File: config.mk
export PLATFORM = sky130hd
export DESIGN_NAME = bmp_rgb24_stream_parser
export DESIGN_NICKNAME = d
export VERILOG_FILES = /design/src/rtl/core/bmp24_pkg.sv /design/src/rtl/core/bmp24_parse.sv /design/src/rtl/core/bmp_rgb24_stream_parser.sv
export VERILOG_INCLUDE_DIRS = /design/src /design/src/rtl/core
export SDC_FILE = /design/constraint.sdc
export NUM_CORES = 1
export LEC_CHECK = 0
export BUFFER_PORTS_ARGS = -buffer_cell sky130_fd_sc_hd__buf_4
export CAP_MARGIN = 20
export CORE_ASPECT_RATIO = 1.25
export CORE_MARGIN = 8
export CORE_UTILIZATION = 29
export CTS_BUF_LIST = sky130_fd_sc_hd__clkbuf_4
export CTS_CLUSTER_SIZE = 30
export DETAILED_ROUTE_END_ITERATION = 10
export PLACE_DENSITY = 0.48
export SLEW_MARGIN = 20
export SYNTH_ARGS = -nofsm -noshare
export SYNTH_HDL_FRONTEND = slang
export SYNTH_HIERARCHICAL = 1
export SYNTH_SLANG_ARGS = --single-unit
File: constraint.sdc
create_clock -name clk -period 6.6 [get_ports clk]
set_clock_uncertainty 0.1 [all_clocks]
set_input_delay 0.99 -clock clk [delete_from_list [all_inputs] [get_ports clk]]
set_output_delay 0.99 -clock clk [all_outputs]
set_load 0.05 [all_outputs]
File: src/rtl/core/bmp_rgb24_stream_parser_macros.svh
// Assertion macros for the BMP stream parser RTL.
// Standalone header; included by modules that carry concurrent checks.
`ifndef BMP_RGB24_STREAM_PARSER_MACROS_SVH
`define BMP_RGB24_STREAM_PARSER_MACROS_SVH

`ifndef SYNTHESIS
// Check with an explicit clock and synchronous reset
`define BMP_ASSERT_CLK(lbl, ck, rs, prop) \
  lbl: assert property (@(posedge ck) disable iff (rs) prop) \
    else $error("bmp parser assertion failed");
// Check on the module's clk and rst
`define BMP_ASSERT(lbl, prop) \
  `BMP_ASSERT_CLK(lbl, clk, rst, prop)
`else
`define BMP_ASSERT_CLK(lbl, ck, rs, prop)
`define BMP_ASSERT(lbl, prop)
`endif

`endif

File: src/rtl/core/bmp24_pkg.sv
// Shared types and constants for the 24-bit BMP stream parser.
// No dependencies.
`default_nettype none

package bmp24_pkg;

  // Header layout (14-byte file header, 40-byte info header)
  localparam int unsigned FILE_HDR_BYTES = 14;
  localparam int unsigned INFO_HDR_BYTES = 40;
  localparam logic [5:0]  WIDTH_OFS      = 6'(FILE_HDR_BYTES + 4);
  localparam logic [5:0]  HEIGHT_OFS     = 6'(FILE_HDR_BYTES + 8);
  localparam logic [5:0]  HEADER_LAST    = 6'(FILE_HDR_BYTES + INFO_HDR_BYTES - 1);
  localparam logic [5:0]  IDX_MAGIC0     = 6'd0;
  localparam logic [5:0]  IDX_MAGIC1     = 6'd1;
  localparam logic [7:0]  MAGIC_FIRST    = 8'h42;  // 'B'
  localparam logic [7:0]  MAGIC_SECOND   = 8'h4D;  // 'M'

  typedef enum logic [2:0] {
    PH_IDLE    = 3'd0,
    PH_HEADER  = 3'd1,
    PH_PIXELS  = 3'd2,
    PH_PADDING = 3'd3,
    PH_DONE    = 3'd4
  } phase_t;

  typedef enum logic [1:0] {
    KIND_DIMS      = 2'd0,
    KIND_PIXEL     = 2'd1,
    KIND_NOT_BMP   = 2'd2,
    KIND_TOO_LARGE = 2'd3
  } kind_t;

  // One result item from the parser core
  typedef struct packed {
    logic        valid;
    kind_t       kind;
    logic [7:0]  red;
    logic [7:0]  green;
    logic [7:0]  blue;
    logic [15:0] pixel_column;
    logic [15:0] pixel_row;
    logic [15:0] image_width;
    logic [15:0] image_height;
    logic        last_pixel;
  } result_t;

endpackage

`default_nettype wire

File: src/rtl/core/bmp24_parse.sv
// Parser core: file state and per-byte decode, one byte per step.
// Depends on bmp24_pkg.
`default_nettype none

module bmp24_parse
  import bmp24_pkg::*;
#(
  parameter int unsigned DIM_BITS = 16
) (
  input  wire logic    clk,
  input  wire logic    rst,
  input  wire logic    step,
  input  wire logic [7:0] data_byte,
  input  wire logic    file_start,
  output result_t      res
);

  phase_t      phase, phase_next;
  logic [5:0]  header_index, header_index_next;
  logic [31:0] width_reg, width_reg_next;
  logic [31:0] height_reg, height_reg_next;
  logic [15:0] column_count, column_count_next;
  logic [15:0] row_count, row_count_next;
  logic [1:0]  triple_index, triple_index_next;
  logic [7:0]  held_blue, held_blue_next;
  logic [7:0]  held_green, held_green_next;
  logic [1:0]  padding_left, padding_left_next;

  // State seen by this byte: a file start clears everything first
  phase_t      cur_phase;
  logic [5:0]  cur_idx;
  logic [31:0] cur_width, cur_height;
  logic [15:0] cur_col, cur_row;
  logic [1:0]  cur_triple, cur_pad;
  logic [7:0]  cur_blue, cur_green;

  assign cur_phase  = file_start ? PH_HEADER : phase;
  assign cur_idx    = file_start ? 6'd0  : header_index;
  assign cur_width  = file_start ? 32'd0 : width_reg;
  assign cur_height = file_start ? 32'd0 : height_reg;
  assign cur_col    = file_start ? 16'd0 : column_count;
  assign cur_row    = file_start ? 16'd0 : row_count;
  assign cur_triple = file_start ? 2'd0  : triple_index;
  assign cur_pad    = file_start ? 2'd0  : padding_left;
  assign cur_blue   = file_start ? 8'd0  : held_blue;
  assign cur_green  = file_start ? 8'd0  : held_green;

  // Shared decode terms
  logic        magic_bad;
  logic        in_width, in_height;
  logic [1:0]  width_sel, height_sel;
  logic [31:0] width_cap, height_cap;
  logic        dims_fit;
  logic        row_end, image_end;

  assign magic_bad = ((cur_idx == IDX_MAGIC0) && (data_byte != MAGIC_FIRST)) ||
                     ((cur_idx == IDX_MAGIC1) && (data_byte != MAGIC_SECOND));
  assign in_width   = (cur_idx >= WIDTH_OFS) && (cur_idx < WIDTH_OFS + 6'd4);
  assign in_height  = (cur_idx >= HEIGHT_OFS) && (cur_idx < HEIGHT_OFS + 6'd4);
  assign width_sel  = 2'(cur_idx - WIDTH_OFS);
  assign height_sel = 2'(cur_idx - HEIGHT_OFS);
  assign width_cap  = in_width ?
                      (cur_width | (32'(data_byte) << {width_sel, 3'b000})) : cur_width;
  assign height_cap = in_height ?
                      (cur_height | (32'(data_byte) << {height_sel, 3'b000})) : cur_height;

  // A dimension fits below 2^DIM_BITS and below the 16-bit counter range
  assign dims_fit = (width_cap[31:16] == 16'd0) && ((width_cap >> DIM_BITS) == 32'd0) &&
                    (height_cap[31:16] == 16'd0) && ((height_cap >> DIM_BITS) == 32'd0);

  // Dimensions already fit in 16 bits while pixels are decoded
  assign row_end   = ({1'b0, cur_col} + 17'd1) >= {1'b0, cur_width[15:0]};
  assign image_end = ({1'b0, cur_row} + 17'd1) >= {1'b0, cur_height[15:0]};

  // Next state
  always_comb begin
    phase_next         = cur_phase;
    header_index_next  = cur_idx;
    width_reg_next     = cur_width;
    height_reg_next    = cur_height;
    column_count_next  = cur_col;
    row_count_next     = cur_row;
    triple_index_next  = cur_triple;
    held_blue_next     = cur_blue;
    held_green_next    = cur_green;
    padding_left_next  = cur_pad;
    case (cur_phase)
      PH_HEADER: begin
        if (magic_bad) begin
          phase_next = PH_DONE;
        end else begin
          width_reg_next  = width_cap;
          height_reg_next = height_cap;
          if (cur_idx >= HEADER_LAST) begin
            if (dims_fit && (width_cap != 32'd0) && (height_cap != 32'd0)) begin
              phase_next = PH_PIXELS;
            end else begin
              phase_next = PH_DONE;
            end
          end else begin
            header_index_next = cur_idx + 6'd1;
          end
        end
      end
      PH_PIXELS: begin
        if (cur_triple == 2'd0) begin
          held_blue_next    = data_byte;
          triple_index_next = 2'd1;
        end else if (cur_triple == 2'd1) begin
          held_green_next   = data_byte;
          triple_index_next = 2'd2;
        end else begin
          triple_index_next = 2'd0;
          if (row_end) begin
            if (image_end) begin
              phase_next = PH_DONE;
            end else begin
              column_count_next = 16'd0;
              row_count_next    = cur_row + 16'd1;
              padding_left_next = cur_width[1:0];
              if (cur_width[1:0] != 2'd0) begin
                phase_next = PH_PADDING;
              end
            end
          end else begin
            column_count_next = cur_col + 16'd1;
          end
        end
      end
      PH_PADDING: begin
        padding_left_next = (cur_pad != 2'd0) ? cur_pad - 2'd1 : cur_pad;
        if (padding_left_next == 2'd0) begin
          phase_next = PH_PIXELS;
        end
      end
      default: begin
      end
    endcase
  end

  // Result item for this byte
  always_comb begin
    res = '0;
    res.kind = KIND_DIMS;
    case (cur_phase)
      PH_HEADER: begin
        if (magic_bad) begin
          res.valid = 1'b1;
          res.kind  = KIND_NOT_BMP;
        end else if (cur_idx >= HEADER_LAST) begin
          res.valid        = 1'b1;
          res.kind         = dims_fit ? KIND_DIMS : KIND_TOO_LARGE;
          res.image_width  = width_cap[15:0];
          res.image_height = height_cap[15:0];
        end
      end
      PH_PIXELS: begin
        if (cur_triple == 2'd2) begin
          res.valid        = 1'b1;
          res.kind         = KIND_PIXEL;
          res.red          = data_byte;
          res.green        = cur_green;
          res.blue         = cur_blue;
          res.pixel_column = cur_col;
          res.pixel_row    = cur_row;
          res.image_width  = cur_width[15:0];
          res.image_height = cur_height[15:0];
          res.last_pixel   = row_end && image_end;
        end
      end
      default: begin
      end
    endcase
  end

  // State registers
  always_ff @(posedge clk) begin
    if (rst) begin
      phase        <= PH_IDLE;
      header_index <= '0;
      width_reg    <= '0;
      height_reg   <= '0;
      column_count <= '0;
      row_count    <= '0;
      triple_index <= '0;
      held_blue    <= '0;
      held_green   <= '0;
      padding_left <= '0;
    end else if (step) begin
      phase        <= phase_next;
      header_index <= header_index_next;
      width_reg    <= width_reg_next;
      height_reg   <= height_reg_next;
      column_count <= column_count_next;
      row_count    <= row_count_next;
      triple_index <= triple_index_next;
      held_blue    <= held_blue_next;
      held_green   <= held_green_next;
      padding_left <= padding_left_next;
    end
  end

endmodule

`default_nettype wire

File: src/rtl/core/bmp_rgb24_stream_parser.sv
// Throughput one byte per cycle when the output is not stalled; a result passes the
// input register, then the result register, on its way out.
// The single-step parser core sets the rate: each byte updates the file state once.
// A stalled output holds one result and one buffered byte before s_tready drops.
// Synchronous active-high reset empties both registers and returns the parser to
// idle; bytes before the first file start are ignored.
`default_nettype none
`include "bmp_rgb24_stream_parser_macros.svh"

module bmp_rgb24_stream_parser
  import bmp24_pkg::*;
#(
  parameter int unsigned DIM_BITS = 16
) (
  input  wire logic        clk,
  input  wire logic        rst,
  input  wire logic        s_tvalid,
  output logic             s_tready,
  input  wire logic [7:0]  s_tdata,   // [7:0] data_byte
  input  wire logic        s_tuser,   // [0] file_start
  output logic             m_tvalid,
  input  wire logic        m_tready,
  output logic [87:0]      m_tdata,   // red, green, blue, pixel_column, pixel_row,
                                      // image_width, image_height
  output logic [1:0]       m_tuser,   // [1:0] kind
  output logic             m_tlast    // last_pixel
);

  logic       in_valid;
  logic [7:0] in_byte;
  logic       in_start;
  logic       out_valid;
  result_t    out_res;
  result_t    core_res;
  logic       advance;

  // Input byte moves into the core when the result register is free or draining
  assign advance  = in_valid && (!out_valid || m_tready);
  assign s_tready = !in_valid || advance;

  bmp24_parse #(
    .DIM_BITS (DIM_BITS)
  ) u_parse (
    .clk        (clk),
    .rst        (rst),
    .step       (advance),
    .data_byte  (in_byte),
    .file_start (in_start),
    .res        (core_res)
  );

  // Input register
  always_ff @(posedge clk) begin
    if (rst) begin
      in_valid <= 1'b0;
    end else if (s_tvalid && s_tready) begin
      in_valid <= 1'b1;
    end else if (advance) begin
      in_valid <= 1'b0;
    end
  end

  always_ff @(posedge clk) begin
    if (s_tvalid && s_tready) begin
      in_byte  <= s_tdata;
      in_start <= s_tuser;
    end
  end

  // Result register
  always_ff @(posedge clk) begin
    if (rst) begin
      out_valid <= 1'b0;
    end else if (advance) begin
      out_valid <= core_res.valid;
    end else if (m_tready) begin
      out_valid <= 1'b0;
    end
  end

  always_ff @(posedge clk) begin
    if (advance) begin
      out_res <= core_res;
    end
  end

  assign m_tvalid = out_valid;
  assign m_tuser  = out_res.kind;
  assign m_tlast  = out_res.last_pixel;
  assign m_tdata  = {out_res.image_height, out_res.image_width, out_res.pixel_row,
                     out_res.pixel_column, out_res.blue, out_res.green, out_res.red};

  // Checks
  `BMP_ASSERT(a_last_is_pixel, (m_tvalid && m_tlast) |-> (m_tuser == KIND_PIXEL))
  `BMP_ASSERT(a_full_blocks_input, (in_valid && out_valid && !m_tready) |-> !s_tready)
  `BMP_ASSERT(a_non_pixel_no_colour, (m_tvalid && (m_tuser != KIND_PIXEL)) |-> (m_tdata[55:0] == 56'd0))

endmodule

`default_nettype wire

==> impl_metrics.env <==
export IMPL_syn_inst=1090
export IMPL_synth_largest_area_cell="edfxtp_1"
export IMPL_path_class="reg -> reg"
export IMPL_cp_max_fo=30
export IMPL_hold_path_class="in -> reg"
export IMPL_io_pin_count=106
export IMPL_cts_tree="done"
export IMPL_fin_setup_tns_ns=0
export IMPL_highest_layer="met4"
export IMPL_core_region_area_um2=37000
export IMPL_port_buffers=105
export IMPL_hold_slack_ns=0.319
export IMPL_reg2reg_from="in_start"
export IMPL_netlist_area_um2=10800
export IMPL_cts_hold_buf=0
export IMPL_finalNetCount=1247
export IMPL_end_kind="flop"
export IMPL_power_density_nw_per_um2=233
export IMPL_reg2reg_to="u_parse/row_count[5]"
export IMPL_largest_register_ffs=88
export IMPL_area_growth_pct=18.5
export IMPL_crit_path_start_kind="flop"
export IMPL_avgSynthCellArea_um2=9.90
export IMPL_fin_cells=1732
export IMPL_ys_seq_area_share_pct=51.4
export IMPL_setup_viol=0
export IMPL_hold_viol=0
export IMPL_period_needed_ns=4.86
export IMPL_first_pass_iters=5
export IMPL_worstPathRequired_ns=7.13
export IMPL_max_freq_mhz=206
export IMPL_die_area_um2=43700
export IMPL_die_y_um=232
export IMPL_worst_slew_pin_slew_ns=1.03
export IMPL_grt_use_total_pct=14.7
export IMPL_rsz0062_at_grt="no"
export IMPL_synth_commonest_cells="nor2_1 (142), dfxtp_1 (127), edfxtp_1 (100)"
export IMPL_via_per_inst=5.04
export IMPL_crit_end="u_parse/row_count[5]"
export IMPL_multi_input_area_um2=4930
export IMPL_synth_area_top_cells="edfxtp_1 (28%), dfxtp_1 (24%), a22oi_1 (5.8%)"
export IMPL_rows=79
export IMPL_synth_top_cell_area_share_pct=27.8
export IMPL_seq_area_um2=5550
export IMPL_r2r_worst_path_cells=14
export IMPL_initial_utilization_pct=29.2
export IMPL_cts_htree_levels=2
export IMPL_period_share_pct=73.7
export IMPL_drt_met1_wl_um=13400
export IMPL_clock_latency_ns=0.76
export IMPL_fin_util_pct=34.6
export IMPL_drc=0
export IMPL_post_cts_resized=0
export IMPL_ys_warnings_count=6
export IMPL_status="complete, no violations"
export IMPL_overflow=0
export IMPL_critPathArrivalTime_ns=5.40
export IMPL_p_leak_nw=4.58
export IMPL_syn_num_nets=1142
export IMPL_cts_buffers=61
export IMPL_ys_async_sr_fraction_pct=0
export IMPL_grt_max_degree=83
export IMPL_vias=8727
export IMPL_min_delay_start="s_tdata[1]"
export IMPL_clk_pin_slew_ns=0.07
export IMPL_finalWirelength_um=32800
export IMPL_grt_pass1_vias=9086
export IMPL_rrSetupSlack_ns=1.74
export IMPL_yosysMostFrequentCell="nor2_1"
export IMPL_ys_types=76
export IMPL_fill_cells=3880
export IMPL_synth_edf_count=100
export IMPL_antenna_found_initial=1
export IMPL_placedCellCount=1617
export IMPL_wl_per_cell_um=18.9
export IMPL_dr_wl_met2_um=16900
export IMPL_wl_met3_um=1330
export IMPL_postCtsSetupRepairBufs=0
export IMPL_root_buffer="clkbuf_4"
export IMPL_ant_nets=0
export IMPL_gp_congestion=0.869
export IMPL_drive_gt1_share_pct=19.2
export IMPL_ys_flop_type="dfxtp_1"
export IMPL_final_max_slew_viol_count=0
export IMPL_first_iter_violations=442
export IMPL_ir_drop_uv=132
export IMPL_die_x_um=189
export IMPL_cts_sinks=227
export IMPL_grt_pass1_wl_um=51100
export IMPL_clk_path_buf_depth=3
export IMPL_dp_hpwl_um=22200
export IMPL_slew_headroom_pct=31.4
export IMPL_critPathLaunch="in_start"
export IMPL_cap_violations=0
export IMPL_synth_seq_cells=227
## metrics by stage
step                      worst slack [ns]  power [W]  cell area, µm²
after detailed placement              1.74    0.00178           12000
after floorplan                       1.98    0.00170           10800
after global routing                  1.27    0.00314           12800
after global placement                1.69    0.00178           12000
after CTS                             1.72    0.00306           12800
final                                 1.74    0.00298           12800
## worst min-delay path by stage
stage / slack, ns / cells after the start / endpoint
2_1_floorplan: 0.36 / 2 / u_parse/held_blue[0]
3_3_place_gp: 0.37 / 2 / u_parse/held_green[5]
3_5_place_dp: 0.38 / 2 / u_parse/held_green[3]
4_1_cts: 0.23 / 1 / in_byte[0]
5_1_grt: 0.24 / 1 / in_byte[1]
6_report: 0.32 / 1 / in_byte[1]
## area by class of cell
| class | instances | area share, % |
|---|---|---|
| Timing Repair Buffer | 115 | 6.91 |
| Clock inverter | 30 | 1.19 |
| Tap cell | 486 | 4.76 |
| Antenna cell | 1 | 0.0196 |
| Sequential cell | 227 | 43.4 |
| Inverter | 10 | 0.294 |
| Multi-Input combinational cell | 780 | 38.6 |
| Clock buffer | 83 | 4.87 |
## where the power goes
part	switching (W)	leakage, nW	internal [W]
Clock	0.000611	0.464	0.000628
Combinational	0.000171	2.20	0.0000505
Sequential	0.0000278	1.91	0.00150
## cell families after synthesis
| logic type | after synthesis | share of synthesized area (%) |
|---|---|---|
| AO/OA/AOI/OAI | 233 | 15.1 |
| XOR/XNOR | 25 | 2.03 |
| adder cells (fa/ha/maj) | 39 | 4.52 |
| AND/OR/NAND/NOR | 481 | 23.7 |
| flip-flops | 227 | 51.4 |
| buffers and inverters | 83 | 3.07 |
| multiplexers | 2 | 0.186 |
## routing by layer
| metal | vias to the layer above | GRT usage (%) |
|---|---|---|
| met5 | - | 0 |
| met4 | 0 | 7.00 |
| met3 | 70 | 2.69 |
| met1 | 4194 | 16.4 |
| met2 | 220 | 26.7 |
| li1 | 4243 | - |
## layout by cell type, fill, tap and decap left out, types with 6 or more instances in the layout
cell and count:
or3_1 10, o211ai_1 18, clkbuf_4 83, nand3b_1 6, buf_4 114, a21oi_1 46, clkinv_2 8, nor4_1 20
clkinv_1 18, and2_1 91, o21ai_0 29, edfxtp_1 100, inv_1 10, or4_1 6, a22oi_1 83, nand3_1 34
nand4_1 15, nor2_1 141, dfxtp_1 127, nor3_1 12, xnor2_1 12, nor2b_1 13, xor2_1 13, nand2b_1 11
a22o_1 8, ha_1 39, nand2_1 76, and3_1 7
## critical path, cell delays in order, from the launching register on
cell	delay [ns]
edfxtp_1	0.63
buf_4	0.35
nor2b_1	0.21
ha_1	0.32
nand4_2	0.26
or3_1	0.41
a21oi_1	0.21
ha_1	0.27
o21a_1	0.10
o21ai_0	0.29
nor4_1	0.15
a21oi_1	0.22
nand4_2	0.52
or4_1	0.60
a21boi_1	0.14
(Power assumes the default switching activity.)
